$ cat config.mk
export PLATFORM = sky130hd
export DESIGN_NAME = firlp_tap_cell
export DESIGN_NICKNAME = d
export VERILOG_FILES = /design/src/rtl/firlp_pkg.sv /design/src/rtl/firlp_tap_cell.sv
export SDC_FILE = /design/constraint.sdc
export NUM_CORES = 1
export LEC_CHECK = 0
export BUFFER_PORTS_ARGS = -buffer_cell sky130_fd_sc_hd__buf_2
export CORE_ASPECT_RATIO = 0.6
export CORE_MARGIN = 10
export CORE_UTILIZATION = 30
export CTS_BUF_LIST = sky130_fd_sc_hd__clkbuf_4
export CTS_CLUSTER_DIAMETER = 100
export DETAILED_ROUTE_END_ITERATION = 12
export SLEW_MARGIN = 30
export SYNTH_ARGS = -nofsm -noshare
export SYNTH_HDL_FRONTEND = slang
export SYNTH_SLANG_ARGS = --single-unit
$ cat constraint.sdc
create_clock -name clk -period 1.3 [get_ports clk]
set_clock_uncertainty 0.15 [all_clocks]
set_input_delay 0.195 -clock clk [delete_from_list [all_inputs] [get_ports clk]]
set_output_delay 0.195 -clock clk [all_outputs]
set_load 0.05 [all_outputs]
$ cat src/rtl/firlp_pkg.sv
// shared constants, coefficient table and types of the low-pass fir filter
`timescale 1ns / 1ps

package firlp_pkg;

	localparam int TAPS         = 51;
	localparam int SAMPLE_WIDTH = 16;
	localparam int COEFF_WIDTH  = 18;
	localparam int ACC_WIDTH    = 40;
	localparam int FRAC         = COEFF_WIDTH - 1;
	localparam int ROM_LEN      = 51;
	localparam int PROD_WIDTH   = SAMPLE_WIDTH + COEFF_WIDTH;

	typedef logic signed [SAMPLE_WIDTH-1:0] sample_t;
	typedef logic signed [COEFF_WIDTH-1:0]  coeff_t;
	typedef logic signed [ACC_WIDTH-1:0]    acc_t;
	typedef logic signed [PROD_WIDTH-1:0]   prod_t;

	localparam acc_t ROUND_HALF = acc_t'(64'sd1 <<< (FRAC - 1));
	localparam acc_t SAT_MAX    = acc_t'((64'sd1 <<< (SAMPLE_WIDTH - 1)) - 64'sd1);
	localparam acc_t SAT_MIN    = acc_t'(-(64'sd1 <<< (SAMPLE_WIDTH - 1)));

	// low-pass coefficients, signed q0.17
	localparam int COEF_ROM [ROM_LEN] = '{
		  22,  379,  297,  423,  560,  720,  903, 1109, 1336, 1584,
		1849, 2129, 2421, 2719, 3020, 3319, 3610, 3889, 4149, 4387,
		4597, 4775, 4918, 5022, 5085, 5106, 5085, 5022, 4918, 4775,
		4597, 4387, 4149, 3889, 3610, 3319, 3020, 2719, 2421, 2129,
		1849, 1584, 1336, 1109,  903,  720,  560,  423,  297,  379,
		  22
	};

	// taps past the end of the table get a zero coefficient
	function automatic coeff_t coef_at(input int k);
		coeff_t c;
		c = '0;
		if (k < ROM_LEN) begin
			c = coeff_t'(COEF_ROM[k]);
		end
		return c;
	endfunction

endpackage

$ cat src/rtl/firlp_tap_cell.sv
// one cell of the transposed fir chain: multiply-add into a partial sum register
`timescale 1ns / 1ps

module firlp_tap_cell (
	input  logic                clk,
	input  logic                arst_n,
	input  logic                en,
	input  firlp_pkg::sample_t  sample,
	input  firlp_pkg::coeff_t   coef,
	input  firlp_pkg::acc_t     psum_in,
	output firlp_pkg::acc_t     psum_out
);

	firlp_pkg::prod_t prod;
	firlp_pkg::acc_t  psum_q;

	assign prod = sample * coef;

	// sum wraps modulo the accumulator width
	always_ff @(posedge clk or negedge arst_n) begin
		if (!arst_n) begin
			psum_q <= '0;
		end else if (en) begin
			psum_q <= psum_in + firlp_pkg::acc_t'(prod);
		end
	end

	assign psum_out = psum_q;

endmodule

# == Word-level counts from Yosys, hierarchy flattened ==
# Index checks and enable logic that the tools add are counted.
# W data, S select, Z words.
# word_totals
wordCells,3
output_inout_bits,40
in_bits,77
regBits,40
# op_classes
n_mul,1
add_sub_neg,1
# op_table
operator,count
$add A40 B34 Y40,1
$mul A16 B18 Y34,1

# == Depth between registers and ports, before layout ==
# Gate-level depths: netlist of run 1.
# logic_depth
word_depth,2
ltp_mapped,24

# == Worst setup path after synthesis of run 1 ==
# Ideal clock, no wire load.
# synth_timing
path_type,input to register
start,input coef[17]
end,register psum_q[37] (netlist: psum_out[37])
path_stages,23
setup_ns,0.125
slack_ns,-4.979
arrival_time_ns,6.004
t_required_ns,1.025
path_cell_list,clkbuf_1 > nand2_1 > inv_1 > fa_1 > fa_1 > inv_1 > fa_1 > inv_1 > fa_1 > fa_1 > inv_1 > fa_1 > inv_1 > ha_1 > clkbuf_1 > nand3_1 > nor2_1 > nand4_1 > a311oi_2 > o22ai_2 > o21ai_2 > xnor2_1 > mux2_4
# synth_between
elab_chain_len,2
# synth_rtl
element,line_no,rtl
"start, declared",firlp_tap_cell.sv:9,"input firlp_pkg::coeff_t coef,"
$mul A16 B18 Y34,firlp_tap_cell.sv:17,assign prod = sample * coef;
$add A40 B34 Y40,firlp_tap_cell.sv:24,psum_q <= psum_in + firlp_pkg::acc_t'(prod);
"end signal, assigned",firlp_tap_cell.sv:24,
"end, declared",firlp_tap_cell.sv:15,firlp_pkg::acc_t psum_q;
# Every way passes these cells.
# A chain may end at the register's enable or synchronous reset.

# == Worst setup path in the final report of run 1 ==
# Same ends and word-level chain as after synthesis.

==> results of run 1 <==
synthesized netlist by cell type, drive strengths merged (2+ instances only):
library cell	number	area, um^2
o311ai	2	17.5
nor2b	2	12.5
fa	352	7050
a21o	16	120
a211o	4	35.0
ha	115	1440
a311oi	2	23.8
mux2	22	251
nor4b	2	17.5
nand3b	6	45.0
o31ai	12	104
inv	381	1430
nor4	2	12.5
o21ai	21	109
xor2	5	43.8
and2	126	788
o2111ai	2	17.5
nor2	40	150
nand3	9	45.0
nand2b	3	18.8
nand4	5	31.3
dfrtp	40	1000
a31o	2	17.5
a31oi	4	25.0
a21oi	41	205
nand2	177	664
a211oi	6	45.0
clkbuf	55	206
o211ai	8	60.1
xnor2	24	210
and3	3	18.8
buf	4	15.0
a21boi	4	30.0
o211a	2	20.0
nor3b	3	22.5
or2	2	12.5
o21a	12	90.1
o22ai	2	18.8
or3	6	37.5
nor3	5	25.0
critical path: cells and delay by family:
family / cells / cell delay (ps)
and+or+nand+nor: 4 / 460
xor gates and xnor gates: 1 / 70
muxes: 1 / 250
AOI/OAI and AO/OA: 3 / 460
adders and majority gates: 7 / 3410
buffers and inverters: 9 / 790
routing by layer:
metal	vias up	global-route usage [%]
met4	0	0.921
met1	5940	19.0
met2	238	25.5
li1	5319	-
met5	-	0
met3	15	2.78
final timing paths:
check / to / cells after the start / start / slack, ps
worst max-delay path: psum_out[37]$_DFFE_PN0P_ / 25 / coef[17] / -4230
worst min-delay path: psum_out[0]$_DFFE_PN0P_ / 3 / psum_in[0] / 70
worst max register to register: psum_out[37]$_DFFE_PN0P_ / 3 / psum_out[37]$_DFFE_PN0P_ / 130
worst min register to register: psum_out[15]$_DFFE_PN0P_ / 2 / psum_out[15]$_DFFE_PN0P_ / 370
max in group asynchronous: psum_out[28]$_DFFE_PN0P_ / 3 / arst_n / 620
min in group asynchronous: psum_out[0]$_DFFE_PN0P_ / 3 / arst_n / 140
cell families (layout without fill, tap and decap cells):
logic type | count (synthesis) | in the layout | synth area share (%)
adders and majority gates | 467 | 467 | 58.2
buffers and inverters | 441 | 792 | 11.3
and+or+nand+nor | 394 | 394 | 13.2
AOI/OAI and AO/OA | 148 | 148 | 6.94
DFF | 40 | 40 | 6.86
xor gates and xnor gates | 29 | 29 | 1.74
muxes | 22 | 22 | 1.72
other | 0 | 2 | 0
through the flow:
stage               cell area, um^2  hold slack, ps  setup TNS (ps)  worst slack (ps)
floorplan                     15600            -251         -136600             -4360
global placement              18000            30.6         -160100             -4910
detailed placement            18000            34.1         -162090             -5010
CTS                           19900            28.7         -136700             -4150
global route                  20500            34.7         -143300             -4340
finish                        20500            65.3         -137040             -4230
timing repair:
action / in CTS / in global routing
setup buffers: 53 / 26
gates resized for setup: 349 / 102
cloned: 4 / 1
endpoints found under the setup margin: 79 / 79
pin swaps: 149 / 106
hold endpoints to repair: 40 / 0
hold buffers: 1 / 0
final cells by class:
cell class,instances,area [um^2]
Fill cell,4600,27400
Tap cell,640,801
Antenna cell,2,5.00
Multi-Input combinational cell,1060,13400
Sequential cell,40,1000
Inverter,382,1440
Clock buffer,6,45.0
Clock inverter,2,35.0
Timing Repair Buffer,402,3820
==> metrics.md, run 1 <==
| Metric | Value |
|---|---|
| Worst setup margin | -4230 ps |
| # setup viols final | 56 |
| Root buffer cell | clkbuf_4 |
| Maxcap violations | 0 |
| Drt wl/cell | 16.2 um |
| Htree depth | 2 |
| Post-synthesis instance total | 1541 |
| Number of flip-flops in the largest register | 40 |
| Mapped Nets | 2085 |
| Most frequent cells in the layout | fa_1, inv_1, buf_4 |
| Rel. slew slack | 75.8% |
| Largest net degree at the start of global routing | 41 |
| Share of layout cells above drive strength 1 | 36.4% |
| Core Util, Final | 42.8% |
| Max stage delay on crit path | 590 ps |
| DR vias | 11500 |
| Total GRT Usage | 14.5% |
| Clock-pin transition on the worst setup and hold timing paths | 140 ps |
| DR top layer | met4 |
| CP max stage cell | fa_1 |
| DRC | 0 |
| Max Fclk | 0.181 GHz |
| Register bit count reported by yosys | 40 |
| RSZ-0062 raised after global routing | true |
| Die W | 305 um |
| Crit Path Category | input pin to register |
| First-pass GRT wire length | 68400 um |
| Vias in the first global route | 13100 |
| DRT iter0 DRCs | 453 |
| Final Non-Filler Cells | 2534 |
| Hold WC Path Type | input pin to register |
| Max FO, Critical Path | 8 |
| Layout net count | 2435 |
| Final hold vios | 0 |
| Most common cell after layout, fill and taps aside | fa_1 |
| Register area share after synthesis | 6.86% |
| Wire length on met3 | 2310 um |
| CP Launch Type | input pin |
| Avg Cell Area, Syn | 9.47 um^2 |
| CTS tree | done |
| Overall routed net length | 40900 um |
| Total gr overflow | 0 |
| IO Count | 117 |
| Area growth syn-to-layout | 40.6% |
| Starting Density | 30.4% |
| Arrival time of the worst setup path | 5680 ps |
| Port bufs | 116 |
| DR pass1 iterations | 5 |
| Initial antenna violation count | 2 |
| Post-DRT Antenna Nets | 0 |
| Crit. End Element | register |
| Distinct cells, synth | 59 |
| Synth Cell Area | 14600 um^2 |
| Synth Flop Type | dfrtp_1 |
| Failing checks | setup timing |
| Worst-Margin Slew | 362 ps |
| Clk_lat worst skew | 380 ps |
| Placed insts | 2448 |
| Number of synthesized flops with an enable pin | 0 |
| Slew Limit Fails | 0 |
| Core area | 47900 um^2 |
| Vias per cell | 4.54 |
| Row count | 62 |
| Fin crit share | 425% |
| TritonCTS Buffers | 5 |
| M1 WL | 18300 um |
| DP HPWL | 34400 um |
| Placer Congestion | 0.844 |
| Sink Count | 40 |
| Tmin final | 5530 ps |
| Die Ht | 191 um |
| Post-synth ARST share | 100% |
| Maximum clock insertion buffer count | 2 |
| Outcome | complete, but fails checks |
| Met2 WL | 20100 um |
| Die area | 58100 um^2 |
| Synth warn | 0 |
| Req. time, crit path | 1450 ps |
Power of run 1 is not shown: default switching activity piles up to over one toggle a cycle in this logic, so the estimate is an artifact.
==> run 2, diff against run 1 <==
--- a/config.mk
+++ b/config.mk
@@ -5,6 +5,7 @@
 export SDC_FILE = /design/constraint.sdc
 export NUM_CORES = 1
 export LEC_CHECK = 0
+export ABC_AREA = 1
 export BUFFER_PORTS_ARGS = -buffer_cell sky130_fd_sc_hd__buf_2
 export CORE_ASPECT_RATIO = 0.6
 export CORE_MARGIN = 10
==> run 2 against run 1 <==
Compared with the run above:
- the flow still finishes with violations (setup timing)
- synthesized area grew 7.7%
- non-clock buffer count is 11 higher
- global-route usage rose by 1.7 points
- first-iteration DRC count up 100%
- hold slack lost 56 ps
- flip-flop and latch count unchanged
- register-to-register slack better by 140 ps
- final area grew 11%
- die area increased by 7.0%
- critical path type unchanged
- largest cell class unchanged
==> metrics.md, run 2 <==
| Metric | Value |
|---|---|
| Max Fclk | 0.198 GHz (+9.4%) |
| Core area | 51400 um^2 (+7.2%) |
| Distinct cells, synth | 31 (-47%) |
| Register area share after synthesis | 6.37% (-0.49 points) |
| Cell class contributing the biggest share of worst-path delay | adder cells |
| Req. time, crit path | 1460 ps (about the same) |
| Synth area leader | fa_1 |
| Vias in the first global route | 14500 (+10%) |
| Main area contributors after synthesis | fa_1, inv_1, nand2_1 |
| Largest net degree at the start of global routing | 41 (unchanged) |
| Share of layout cells above drive strength 1 | 38.8% (+2.4 points) |
| Cell with the most instances after synthesis | inv_1 |
| Synth warn | 0 (unchanged) |
| CP Launch Type | input pin |
| Rel. slew slack | 81.6% (+5.8 points) |
| Port bufs | 116 (unchanged) |
| R2r worst-path depth | 4 (+1) |
| Worst setup margin | -3750 ps (+474 ps) |
| Post-synthesis instance total | 2054 (+33%) |
| Synth cell count leaders | inv_1, nand2_1, fa_1, ha_1, nor2_1 |
| Min-Delay Startpoint | psum_in[0] |
| DP HPWL | 42100 um (+22%) |
| Register bit count reported by yosys | 40 (unchanged) |
| Design area | 22800 um^2 (+11%) |
| Number of flip-flops in the largest register | 40 (unchanged) |
| Number of synthesized flops with an enable pin | 0 (unchanged) |
| # setup viols final | 79 (+41%) |
| Post-synth ARST share | 100% (unchanged) |
| Starting Density | 30.6% (+0.13 points) |
| DRC | 0 (unchanged) |
| Hold Path Sink | psum_out[0]$_DFFE_PN0P_ |
| Hold depth | 4 (+1) |
| Total gr overflow | 0 (unchanged) |
| Clock-pin transition on the worst setup and hold timing paths | 130 ps (about the same) |
| Post-DRT Antenna Nets | 0 (unchanged) |
| Crit. End Element | register |
| Critical path buffers and inverters | 8 (-1) |
| Fill count | 5006 (+8.8%) |
| Layout net count | 2945 (+21%) |
| Most common cell after layout, fill and taps aside | inv_1 |
| Most frequent cells in the layout | inv_1, nand2_1, fa_1 |
| Max stage delay on crit path | 640 ps (+50 ps) |
| Outcome | complete, but fails checks |
| Root buffer cell | clkbuf_4 |
| Maxcap violations | 0 (unchanged) |
| Placed cell area | 19300 um^2 (+6.9%) |
| IO Count | 117 (unchanged) |
| Reg-to-reg startpoint | psum_out[19]$_DFFE_PN0P_ |
| Final hold vios | 0 (unchanged) |
| Placer Congestion | 0.924 (+9.4%) |
| DRT iter0 DRCs | 927 (+100%) |
| CTS tree | done |
| Slew Limit Fails | 0 (unchanged) |
| Total GRT Usage | 16.2% (+1.7 points) |
| Reg-to-reg endpoint | psum_out[19]$_DFFE_PN0P_ |
| Arrival time of the worst setup path | 5210 ps (-470 ps) |
| Overall routed net length | 50500 um (+23%) |
| Maximum clock insertion buffer count | 2 (unchanged) |
| DR pass1 iterations | 5 (unchanged) |
| First-pass GRT wire length | 79700 um (+16%) |
| Synth Flop Type | dfrtp_1 |
| Max FO, Critical Path | 7 (-1) |
| Htree depth | 2 (unchanged) |
| Drt wl/cell | 16.3 um (+0.90%) |
| Failing checks | setup timing |
| Worst hold slack | 8.95 ps (-56.4 ps) |
| Row count | 64 (+3.2%) |
| Mapped Nets | 2598 (+25%) |
| Synth Cell Area | 15700 um^2 (+7.7%) |
| Area growth syn-to-layout | 44.8% |
| DR vias | 13700 (+19%) |
| Post-synth top area share | 44.8% (-3.4 points) |
| TritonCTS Buffers | 5 (unchanged) |
| Die area | 62200 um^2 (+7.0%) |
| Sink Count | 40 (unchanged) |
| Clk_lat worst skew | 400 ps (+20 ps) |
| Worst-Margin Slew | 275 ps (-86.9 ps) |
| Avg Cell Area, Syn | 7.65 um^2 (-19%) |
| Tmin final | 5050 ps (-474 ps) |
| RSZ-0062 raised after global routing | true |
| Worst R2R Setup Slack | 270 ps (+140 ps) |
| Vias per cell | 4.43 (-2.6%) |
| Crit Path Category | input pin to register |
| Die Ht | 197 um (+3.4%) |
| Fin crit share | 389% (-36 points) |
| CP max stage cell | fa_2 |
| Die W | 315 um (+3.5%) |
| Hold WC Path Type | input pin to register |
| Initial antenna violation count | 1 (-1) |
[run 2: changes by cell type after synthesis, sizes merged, moves of 12 or more]
cell | previous run | this run
a21o | 16 | 0
a21oi | 41 | 28
and2 | 126 | 0
inv | 381 | 625
mux2 | 22 | 0
nand2 | 177 | 605
nand3 | 9 | 59
nor2 | 40 | 83
o21a | 12 | 0
o31ai | 12 | 0
[run 2: worst max-delay path by stage]
stage                                     endpoint       from  cells past startpoint  slack [ps]
final                     psum_out[37]$_DFFE_PN0P_   coef[17]                     25       -3750
after global routing      psum_out[37]$_DFFE_PN0P_   coef[17]                     25       -3900
after CTS                 psum_out[39]$_DFFE_PN0P_   coef[17]                     28       -3690
after detailed placement  psum_out[37]$_DFFE_PN0P_   coef[17]                     24       -4660
after global placement    psum_out[37]$_DFFE_PN0P_   coef[17]                     24       -4540
after floorplan           psum_out[39]$_DFFE_PN0P_  sample[6]                     24       -4010
[run 2: cell families (layout without fill, tap and decap cells)]
group	after synthesis	count (layout)	synth area share, %
compound gates	58	58	2.08
flops	40	40	6.37
other cells	0	1	0
buf+inv	699	1047	16.7
simple gates	774	774	19.9
fa+ha+maj	467	467	54.0
xor+xnor	16	16	0.892
[run 2: per-layer routing]
metal | track usage (%) | part of all wire [%] | routed length [um] | vias to the layer above
met2 | 25.2 | 44 | 22200 | 396
li1 | - | - | - | 6461
met3 | 3.36 | 7.4 | 3760 | 20
met1 | 23.8 | 48 | 24100 | 6824
met5 | 0 | 0.19 | 95 | -
met4 | 1.19 | 0.62 | 312 | 2
[run 2: area by class of cell]
class / count / area (um^2) / share of cell area (%)
inverters: 626 / 2400 / 10.5
repair buffers: 413 / 3940 / 17.3
clock inverters: 3 / 42.5 / 0.187
clock buffers: 5 / 37.5 / 0.165
diodes: 1 / 2.50 / 0.0110
multi-input cells: 1315 / 14500 / 63.6
flip-flops and latches: 40 / 1000 / 4.40
well taps: 693 / 867 / 3.81
[run 2: worst register-to-register path, stage by stage (launching register included)]
cell	delay, ps
dfrtp_1	420
buf_4	130
buf_4	120
nand2_1	50
o21ai_1	60
[run 2: timing repair]
action / CTS / global route
buffers inserted: 54 / 52
hold buffers: 1 / 0
endpoints found under the hold margin: 41 / 0
pin swaps: 128 / 184
cloned: 4 / 1
endpoints found under the setup margin: 79 / 79
resized for setup: 445 / 292
[run 2: metrics by stage]
stage / util [%] / std cells / TNS (ps) / setup slack, ps
global route: 44.3 / 3096 / -132590 / -3900
global placement: 37.5 / 2981 / -149350 / -4540
floorplan: - / 2054 / -127890 / -4010
detailed placement: 37.5 / 2981 / -150930 / -4660
CTS: 41.6 / 3047 / -124400 / -3690
finish: 44.3 / 3096 / -125890 / -3750
Power of run 2 is left out for the same reason.
