--- src/rtl/firlp_pkg.sv ---
// shared constants, coefficient table and types of the low-pass fir filter
`timescale 1ns / 1ps

package firlp_pkg;

	localparam int TAPS         = 51;
	localparam int SAMPLE_WIDTH = 16;
	localparam int COEFF_WIDTH  = 18;
	localparam int ACC_WIDTH    = 40;
	localparam int FRAC         = COEFF_WIDTH - 1;
	localparam int ROM_LEN      = 51;
	localparam int PROD_WIDTH   = SAMPLE_WIDTH + COEFF_WIDTH;

	typedef logic signed [SAMPLE_WIDTH-1:0] sample_t;
	typedef logic signed [COEFF_WIDTH-1:0]  coeff_t;
	typedef logic signed [ACC_WIDTH-1:0]    acc_t;
	typedef logic signed [PROD_WIDTH-1:0]   prod_t;

	localparam acc_t ROUND_HALF = acc_t'(64'sd1 <<< (FRAC - 1));
	localparam acc_t SAT_MAX    = acc_t'((64'sd1 <<< (SAMPLE_WIDTH - 1)) - 64'sd1);
	localparam acc_t SAT_MIN    = acc_t'(-(64'sd1 <<< (SAMPLE_WIDTH - 1)));

	// low-pass coefficients, signed q0.17
	localparam int COEF_ROM [ROM_LEN] = '{
		  22,  379,  297,  423,  560,  720,  903, 1109, 1336, 1584,
		1849, 2129, 2421, 2719, 3020, 3319, 3610, 3889, 4149, 4387,
		4597, 4775, 4918, 5022, 5085, 5106, 5085, 5022, 4918, 4775,
		4597, 4387, 4149, 3889, 3610, 3319, 3020, 2719, 2421, 2129,
		1849, 1584, 1336, 1109,  903,  720,  560,  423,  297,  379,
		  22
	};

	// taps past the end of the table get a zero coefficient
	function automatic coeff_t coef_at(input int k);
		coeff_t c;
		c = '0;
		if (k < ROM_LEN) begin
			c = coeff_t'(COEF_ROM[k]);
		end
		return c;
	endfunction

endpackage

--- src/rtl/firlp_round_sat.sv ---
// round-half-up by the coefficient fraction and saturate to sample width
`timescale 1ns / 1ps

module firlp_round_sat (
	input  firlp_pkg::acc_t     acc,
	output firlp_pkg::sample_t  result
);

	firlp_pkg::acc_t rounded;
	firlp_pkg::acc_t shifted;

	assign rounded = acc + firlp_pkg::ROUND_HALF;
	assign shifted = rounded >>> firlp_pkg::FRAC;

	always_comb begin
		if (shifted > firlp_pkg::SAT_MAX) begin
			result = firlp_pkg::sample_t'(firlp_pkg::SAT_MAX);
		end else if (shifted < firlp_pkg::SAT_MIN) begin
			result = firlp_pkg::sample_t'(firlp_pkg::SAT_MIN);
		end else begin
			result = firlp_pkg::sample_t'(shifted);
		end
	end

endmodule

--- config.mk ---
export PLATFORM = sky130hd
export DESIGN_NAME = firlp_round_sat
export DESIGN_NICKNAME = d
export VERILOG_FILES = /design/src/rtl/firlp_pkg.sv /design/src/rtl/firlp_round_sat.sv
export SDC_FILE = /design/constraint.sdc
export NUM_CORES = 1
export LEC_CHECK = 0
export BUFFER_PORTS_ARGS = -buffer_cell sky130_fd_sc_hd__buf_4
export CAP_MARGIN = 20
export CORE_MARGIN = 3
export CORE_UTILIZATION = 38
export DETAILED_ROUTE_END_ITERATION = 10
export PLACE_DENSITY = 0.85
export SYNTH_ARGS = -nofsm -noshare
export SYNTH_HDL_FRONTEND = slang
export SYNTH_SLANG_ARGS = --single-unit
--- constraint.sdc ---
create_clock -name vclk -period 1.91
set_input_delay 0.191 -clock vclk [all_inputs]
set_output_delay 0.191 -clock vclk [all_outputs]
set_load 0.1 [all_outputs]
==> results of run 1 <==
==> through the flow <==
| stage | hold slack [ps] | worst slack (ps) |
|---|---|---|
| floorplan | 745 | -1220 |
| global placement | 1020 | -564 |
| detailed placement | 1020 | -646 |
==> cells by family after synthesis <==
| family | share of synthesized area |
|---|---|
| XOR/XNOR | 0.207 |
| multiplexers | 0.0279 |
| AND/OR/NAND/NOR | 0.465 |
| buffers and inverters | 0.0366 |
| adder cells (fa/ha/maj) | 0.0174 |
| AO/OA/AOI/OAI | 0.246 |
==> impl_metrics.json, run 1 <==
{
  "outcome": "did not finish",
  "stop_stage": "clock tree synthesis (4_1_cts)",
  "error": "[ERROR DPL-0038] Utilization greater than 100%, impossible to legalize",
  "ys_top_cells_by_count": "11 x nand3_1, 10 x nand2_1, 9 x nand4_1, 9 x o21ai_1, 9 x xor2_1",
  "synth_top_area_frac": 0.110,
  "yosysSeqAreaShare": 0,
  "place_congestion": 0.832,
  "cts_hold_repair.buffers": 0,
  "die_h_um": 49.5,
  "synth_cell_types": 36,
  "row_count": 15,
  "netlist_instances": 106,
  "dp_cells": 210,
  "syn_avg_cell_area_um2": 6.78,
  "mappedNetlistArea_um2": 718,
  "ys_warn_count": 0,
  "numPortBuffers": 40,
  "die_x_um": 49.5,
  "synth_area_leaders": "xor2_1 11%, xnor2_1 9.8%, nand4_1 7.8%, nand3_1 7.7%, o21ai_1 6.3%",
  "place_area_um2": 1570,
  "synth_fp_nets": 147,
  "synth.most_common_cell": "nand3_1",
  "cts_resized": 58,
  "io_pins": 56,
  "yosys.area.top_type": "xor2_1",
  "post_cts_buffers": 12,
  "dpl.hpwl_mm": 3.33,
  "initial_core_util": 0.407
}
==> inputs of run 2 (changes only) <==
--- a/config.mk
+++ b/config.mk
@@ -7,10 +7,10 @@
 export LEC_CHECK = 0
 export BUFFER_PORTS_ARGS = -buffer_cell sky130_fd_sc_hd__buf_4
 export CAP_MARGIN = 20
-export CORE_MARGIN = 3
-export CORE_UTILIZATION = 38
+export CORE_AREA = 3 3 64 66
 export DETAILED_ROUTE_END_ITERATION = 10
-export PLACE_DENSITY = 0.85
+export DIE_AREA = 0 0 67 69
+export PLACE_DENSITY_LB_ADDON = 0.15
 export SYNTH_ARGS = -nofsm -noshare
 export SYNTH_HDL_FRONTEND = slang
 export SYNTH_SLANG_ARGS = --single-unit
==> constraint.sdc (replaced) <==
create_clock -name vclk -period 2.5
set_input_delay 0.25 -clock vclk [all_inputs]
set_output_delay 0.25 -clock vclk [all_outputs]
set_load 0.1 [all_outputs]
==> run 2 against run 1 <==
Compared with the run above:
- the flow now finishes, with violations (setup timing)
- synthesized cell count stayed put
- area after synthesis is the same
==> impl_metrics.json, run 2 <==
{
  "grt_max_degree": 8,
  "crit_fanout": 7,
  "place_congestion": 0.812,
  "antenna_found_initial": 0,
  "nets": 238,
  "initial_core_util": 0.198,
  "numPortBuffers": 40,
  "fp.dieArea_um2": 4620,
  "grt_overflow": 0,
  "syn_avg_cell_area_um2": 6.78,
  "power.density_nw_per_um2": 210,
  "fmax_mhz": 392,
  "mostFrequentLayoutCells": "58 x buf_4, 18 x buf_6, 12 x buf_12",
  "min_path_type": "input port to primary output",
  "setup_tns_ps": -378,
  "worst_pin_slew_ps": 382,
  "ys_warn_count": 0,
  "synth_fp_nets": 147,
  "worstSetupEndpoint": "result[3]",
  "grt_pass1_wl_mm": 4.97,
  "nClkBuffers": 0,
  "via_count": 1109,
  "instances_no_fill": 243,
  "row_count": 22,
  "fin_util": 0.533,
  "violations": "setup timing",
  "ant_nets": 0,
  "routed_wirelength_mm": 3.05,
  "yosysSeqAreaShare": 0,
  "dpl.hpwl_mm": 2.45,
  "seqCellArea_um2": 0,
  "hold_slack_ps": 1000,
  "area_growth_pct": 170,
  "final_common_cell": "buf_4",
  "max-slew-margin-rel": 0.745,
  "first_iter_violations": 21,
  "synth_area_leaders": "xor2_1 11%, xnor2_1 9.8%, nand4_1 7.8%, nand3_1 7.7%, o21ai_1 6.3%",
  "cap_violations": 0,
  "hold_viol": 0,
  "ys_top_cells_by_count": "11 x nand3_1, 10 x nand2_1, 9 x nand4_1, 9 x o21ai_1, 9 x xor2_1",
  "synth_top_area_frac": 0.110,
  "grt_usage": 0.128,
  "die_h_um": 69,
  "avgRoutedWirePerCell_um": 12.6,
  "crit_path_end_kind": "primary output",
  "crit_type": "input port to primary output",
  "final.period_utilization": 1.02,
  "synth_cell_types": 36,
  "grt_pass1_vias": 1130,
  "final_max_slew_viol_count": 0,
  "critical_path_arrival_ps": 2300,
  "die_x_um": 67,
  "mappedNetlistArea_um2": 718,
  "yosys.area.top_type": "xor2_1",
  "coreArea_um2": 3630,
  "drc_errors": 0,
  "outcome": "complete, but fails checks",
  "rsz0062_at_grt": "yes",
  "crit_required_ps": 2250,
  "n_antenna_cell": 0,
  "setup_viol": 10,
  "io_pins": 56,
  "firstDrtPassIters": 4,
  "synth.most_common_cell": "nand3_1",
  "power_mw": 0.407,
  "irDropWorstVdd_v": 0.0000979,
  "p_leak_nw": 0.762,
  "via_per_inst": 4.56,
  "worst_slack_ps": -53.2,
  "min_period_ps": 2550,
  "startpoint": "acc[16]",
  "drive_gt1_frac": 0.636,
  "design.seq.count": 0,
  "dp_cells": 232,
  "cp-start-kind": "input port",
  "netlist_instances": 106
}
==> run 2: cell counts after synthesis <==
No cell type changed its count.
==> run 2: final cells by class <==
type / instances / area (um^2)
Timing Repair Buffer: 90 / 908
Tap cell: 48 / 60.1
Multi-Input combinational cell: 101 / 948
Inverter: 4 / 18.8
Fill cell: 343 / 1700
==> run 2: metrics by stage <==
step / area, um^2 / worst slack [ps]
after floorplan: 926 / -745
after global placement: 1580 / -257
after detailed placement: 1580 / -253
after CTS: 1810 / -33.4
after global routing: 1940 / -129
final: 1940 / -53.2
==> run 2: where the power goes <==
group          internal (mW)  total [mW]  switching (mW)
Sequential                 0           0               0
Combinational          0.169       0.407           0.238
Clock                      0           0               0
==> run 2: timing repair <==
| action | in CTS | in global routing |
|---|---|---|
| endpoints found under the setup margin | 15 | 15 |
| setup buffers | 6 | 5 |
| pin swaps | 11 | 14 |
| resized for setup | 40 | 21 |
| hold buffers | 0 | 0 |
==> run 2: critical path, cell delays in order <==
cell and delay [ps]:
buf_8 80, ha_4 140, nand3_4 90, nor4_4 350, mux2i_1 150, a2111o_1 500
o21ai_4 300, buf_12 190, o21ai_4 70, buf_12 170
==> run 2: cell families after synthesis <==
| family | Yosys count | synth area share |
|---|---|---|
| AND/OR/NAND/NOR | 57 | 0.465 |
| AO/OA/AOI/OAI | 24 | 0.246 |
| XOR/XNOR | 17 | 0.207 |
| buffers and inverters | 5 | 0.0366 |
| multiplexers | 2 | 0.0279 |
| adder cells (fa/ha/maj) | 1 | 0.0174 |
==> run 2: per-layer routing <==
metal / track usage / up-vias / part of all wire
li1: - / 580 / -
met1: 0.178 / 500 / 0.43
met2: 0.223 / 25 / 0.52
met3: 0.00326 / 4 / 0.034
met4: 0.0158 / 0 / 0.013
met5: 0 / - / 0
==> run 2: worst min-delay path by stage <==
| stage | start | to | cells after the start |
|---|---|---|---|
| 6_report | acc[27] | result[10] | 4 |
| 3_5_place_dp | acc[27] | result[10] | 4 |
| 5_1_grt | acc[27] | result[10] | 4 |
| 2_1_floorplan | acc[28] | result[11] | 2 |
| 3_3_place_gp | acc[27] | result[10] | 4 |
| 4_1_cts | acc[27] | result[10] | 4 |
Power figures use the tool's default switching activity.
==> inputs of run 3 (changes only) <==
--- a/config.mk
+++ b/config.mk
@@ -5,12 +5,13 @@
 export SDC_FILE = /design/constraint.sdc
 export NUM_CORES = 1
 export LEC_CHECK = 0
-export BUFFER_PORTS_ARGS = -buffer_cell sky130_fd_sc_hd__buf_4
+export BUFFER_PORTS_ARGS = -buffer_cell sky130_fd_sc_hd__clkbuf_2
 export CAP_MARGIN = 20
 export CORE_AREA = 3 3 64 66
 export DETAILED_ROUTE_END_ITERATION = 10
 export DIE_AREA = 0 0 67 69
 export PLACE_DENSITY_LB_ADDON = 0.15
+export SKIP_LAST_GASP = 1
 export SYNTH_ARGS = -nofsm -noshare
 export SYNTH_HDL_FRONTEND = slang
 export SYNTH_SLANG_ARGS = --single-unit
==> run 3 against run 2 <==
Compared with the run above:
- the run still ends with setup timing left
- cell area fell by 0.19%
- first-iteration DRC count down 9.5%
- setup slack better by 44 ps
- sequential cell count unchanged
- total power grew 2.1%
- combinational power increased by 2%
- via count is 1.2% higher
- routed wire length fell by 4.6%
- worst hold slack got worse by 22 ps
- die area unchanged
- clock-buffer cell count stayed put
- largest cell class unchanged
==> impl_metrics.json, run 3 (synthesis results as in run 2) <==
{
  "nClkBuffers": 0,
  "drc_errors": 0,
  "cap_violations": 0,
  "crit_path_end_kind": "primary output",
  "violations": "setup timing",
  "path_cells": "clkbuf_2 -> and4_4 -> nand3_4 -> buf_4 -> o31a_1 -> a2111o_1 -> o21ai_4 -> buf_12 -> o21ai_4 -> buf_12",
  "grt_overflow": 0,
  "crit_fanout": 7,
  "grt_pass1_wl_mm": 4.88,
  "max_stage_delay_ps": 440,
  "startpoint": "acc[31]",
  "die_h_um": 69,
  "routed_wirelength_mm": 2.91,
  "setup_viol": 8,
  "via_per_inst": 4.69,
  "ant_nets": 0,
  "rsz0062_at_grt": "yes",
  "worst_slack_ps": -8.74,
  "irDropWorstVdd_v": 0.0000943,
  "numPortBuffers": 40,
  "dpl.hpwl_mm": 2.43,
  "initial_core_util": 0.198,
  "first_iter_violations": 19,
  "fin_util": 0.532,
  "min_from": "acc[25]",
  "avgRoutedWirePerCell_um": 12.2,
  "seqCellArea_um2": 0,
  "final_common_cell": "buf_4",
  "critPathTopFamily": "compound AO/OA/AOI/OAI gates",
  "final_max_slew_viol_count": 0,
  "cp-start-kind": "input port",
  "antenna_found_initial": 0,
  "crit_type": "input port to primary output",
  "drive_gt1_frac": 0.634,
  "place_congestion": 0.867,
  "design.seq.count": 0,
  "fp.dieArea_um2": 4620,
  "die_x_um": 67,
  "grt_max_degree": 8,
  "max-slew-margin-rel": 0.770,
  "power.density_nw_per_um2": 215,
  "min_period_ps": 2510,
  "nets": 234,
  "crit_slowest_cell": "a2111o_1",
  "p_leak_nw": 0.770,
  "power_mw": 0.415,
  "grt_usage": 0.125,
  "io_pins": 56,
  "hold_viol": 0,
  "final.period_utilization": 1.00,
  "area_growth_pct": 169,
  "cts_hold_repair.buffers": 0,
  "place_ws_ps": -273,
  "worst_pin_slew_ps": 342,
  "outcome": "complete, but fails checks",
  "fmax_mhz": 399,
  "coreArea_um2": 3630,
  "grt_pass1_vias": 1119,
  "critical_path_arrival_ps": 2260,
  "critPathBufInv": 4,
  "row_count": 22,
  "mostFrequentLayoutCells": "39 x buf_4, 19 x buf_12, 16 x clkbuf_2",
  "crit_required_ps": 2250,
  "n_antenna_cell": 0,
  "firstDrtPassIters": 4,
  "min_path_type": "input port to primary output",
  "via_count": 1122
}
[run 3: cell count changes in the layout (fill, tap and decap cells not counted), moves of 7 or more]
cell,previous run,this run
buf_4,58,39
clkbuf_2,0,16
buf_6,18,10
buf_12,12,19
[run 3: repair_timing]
| action | 4_1_cts | 5_1_grt |
|---|---|---|
| gates resized for setup | 5 | 30 |
| buffers inserted | 4 | 2 |
| pin swaps | 13 | 9 |
| setup endpoints to repair | 16 | 15 |
[run 3: path summary, 6_finish.rpt]
kind                        end  slack [ps]  cells past startpoint
worst max-delay path  result[7]          -9                     10
worst min-delay path  result[8]         980                      4
[run 3: area by class of cell]
cell class	count	area (um^2)
fillers	344	1700
multi-input cells	101	958
well taps	48	60.1
inverters	4	18.8
repair buffers	86	895
[run 3: report_power, final]
part / switching, mW / leakage [nW] / internal [mW] / total (mW)
Combinational: 0.241 / 0.770 / 0.174 / 0.415
Sequential: 0 / 0 / 0 / 0
Clock: 0 / 0 / 0 / 0
Total: 0.241 / 0.770 / 0.174 / 0.415
[run 3: stage by stage]
stage / instances / hold WS, ps / area [um^2] / TNS, ps
after floorplan: 106 / 854 / 926 / -3700
after global placement: 233 / 1010 / 1730 / -2970
after detailed placement: 233 / 1010 / 1730 / -2970
after CTS: 237 / 1010 / 1810 / -278
after global routing: 239 / 1010 / 1930 / -1330
final: 239 / 979 / 1930 / -49.5
[run 3: metal layers]
| layer | wire length [um] | track usage |
|---|---|---|
| met5 | 0 | 0 |
| met2 | 1540 | 0.227 |
| met3 | 77 | 0 |
| met1 | 1290 | 0.172 |
| met4 | 0 | 0 |
==> inputs of run 4 (changes only) <==
--- a/config.mk
+++ b/config.mk
@@ -11,6 +11,7 @@
 export DETAILED_ROUTE_END_ITERATION = 10
 export DIE_AREA = 0 0 67 69
 export PLACE_DENSITY_LB_ADDON = 0.15
+export REMOVE_ABC_BUFFERS = 1
 export SKIP_LAST_GASP = 1
 export SYNTH_ARGS = -nofsm -noshare
 export SYNTH_HDL_FRONTEND = slang
==> constraint.sdc (replaced) <==
create_clock -name vclk -period 2.5
set_input_delay 0 -clock vclk [all_inputs]
set_output_delay 0 -clock vclk [all_outputs]
set_load 0.1 [all_outputs]
==> run 4 against run 3 <==
Compared with the run above:
- the run now ends clean
- first-iteration DRC count rose to 2.8 times the previous value
- worst hold slack worse by 470 ps
- total power shrank 25%
- combinational power fell by 25%
- via count shrank 15%
- critical path depth stayed put
- sequential cell count unchanged
- sequential share of layout area did not move
- critical path type unchanged
==> impl_metrics.json, run 4 (synthesis results as in run 2) <==
{
  "outcome": "finished, final reports clean",
  "irDropWorstVdd_v": 0.000101,
  "fin_area_um2": 1250,
  "ant_nets": 0,
  "p_leak_nw": 0.494,
  "fmax_mhz": 451,
  "coreArea_um2": 3630,
  "final_common_cell": "clkbuf_2",
  "routed_wirelength_mm": 2.41,
  "grt_usage": 0.105,
  "top_usage_layer": "met2",
  "via_per_inst": 4.74,
  "cp-start-kind": "input port",
  "first_iter_violations": 53,
  "min_to": "result[11]",
  "grt_overflow": 0,
  "multi_input_comb_area_um2": 692,
  "cts_hold_repair.buffers": 0,
  "area_growth_pct": 74.4,
  "min_path_type": "input port to primary output",
  "final_max_slew_viol_count": 0,
  "setup_tns_ps": 0,
  "avgRoutedWirePerCell_um": 12.0,
  "via_count": 952,
  "min_period_ps": 2220,
  "crit_path_end_kind": "primary output",
  "critical_path_arrival_ps": 2220,
  "max_stage_delay_ps": 470,
  "hold_depth": 4,
  "drive_gt1_frac": 0.359,
  "setup_viol": 0,
  "seqCellArea_um2": 0,
  "crit_slowest_cell": "a2111o_1",
  "io_pins": 56,
  "cap_violations": 0,
  "worst_pin_slew_ps": 542,
  "rsz0062_at_grt": "no",
  "fp.dieArea_um2": 4620,
  "gr-usage-met3": 0.0130,
  "post_cts_buffers": 0,
  "grt_pass1_vias": 889,
  "use_met2": 0.178,
  "die_h_um": 69,
  "instances_no_fill": 201,
  "drc_errors": 0,
  "place_congestion": 0.798,
  "max-slew-margin-rel": 0.640,
  "design.seq.count": 0,
  "final.period_utilization": 0.887,
  "numPortBuffers": 40,
  "crit_fanout": 7,
  "n_antenna_cell": 0,
  "dpl.hpwl_mm": 2.14,
  "grt_max_degree": 10,
  "cts_resized": 0,
  "hold_viol": 0,
  "antenna_found_initial": 0,
  "crit_type": "input port to primary output",
  "mostFrequentLayoutCells": "25 x clkbuf_2, 15 x buf_12, 11 x nand3_1",
  "min_from": "acc[28]",
  "grt_pass1_wl_mm": 4.06,
  "hold_slack_ps": 505,
  "power.density_nw_per_um2": 250,
  "crit_required_ps": 2500,
  "firstDrtPassIters": 4,
  "place_area_um2": 1250,
  "dp_cells": 201,
  "path_cells": "clkbuf_2 -> ha_1 -> nand3_1 -> nor4_4 -> mux2i_1 -> a2111o_1 -> o21ai_2 -> buf_4 -> o21ai_1 -> buf_12",
  "row_count": 22,
  "nets": 196,
  "initial_core_util": 0.198,
  "nFillCells": 414,
  "nClkBuffers": 0,
  "die_x_um": 67,
  "power_mw": 0.313,
  "use_met1": 0.147
}
==> run 4: cell count changes in the layout (fill, tap and decap cells not counted), sizes merged <==
| cell | before | now |
|---|---|---|
| buf | 69 | 23 |
| clkbuf | 17 | 25 |
| clkinvlp | 1 | 0 |
| inv | 3 | 4 |
==> run 4: power by group <==
| part | switching, mW | internal (mW) |
|---|---|---|
| Sequential | 0 | 0 |
| Clock | 0 | 0 |
| Combinational | 0.206 | 0.108 |
| Total | 0.206 | 0.108 |
==> run 4: layout make-up <==
| type | instances | share of cell area |
|---|---|---|
| Timing Repair Buffer | 48 | 0.388 |
| Multi-Input combinational cell | 101 | 0.552 |
| Tap cell | 48 | 0.0480 |
| Inverter | 4 | 0.0120 |
==> run 4: metrics by stage <==
stage	utilization	worst slack (ps)
2_1_floorplan	-	-1640
3_5_place_dp	0.345	264
3_3_place_gp	0.345	284
4_1_cts	0.345	250
5_1_grt	0.345	102
6_report	0.345	281
==> run 4: critical path, delay by kind of cell <==
family,cells,cell delay (ps)
AO/OA/AOI/OAI,3,870
buffers and inverters,3,480
adder cells (fa/ha/maj),1,180
AND/OR/NAND/NOR,2,550
multiplexers,1,130
==> run 4: per-layer routing <==
layer / part of all wire / vias to the layer above
li1: - / 496
met1: 0.45 / 426
met2: 0.49 / 30
met3: 0.064 / 0
met4: 0 / 0
met5: 0 / -
==> run 4: how the worst max path moves through the flow <==
stage	startpoint	endpoint	slack [ps]	depth (start not counted)
floorplan	acc[21]	result[2]	-1640	6
global placement	acc[16]	result[7]	280	10
detailed placement	acc[16]	result[7]	260	10
CTS	acc[16]	result[7]	250	10
global route	acc[16]	result[7]	100	10
finish	acc[16]	result[7]	280	10
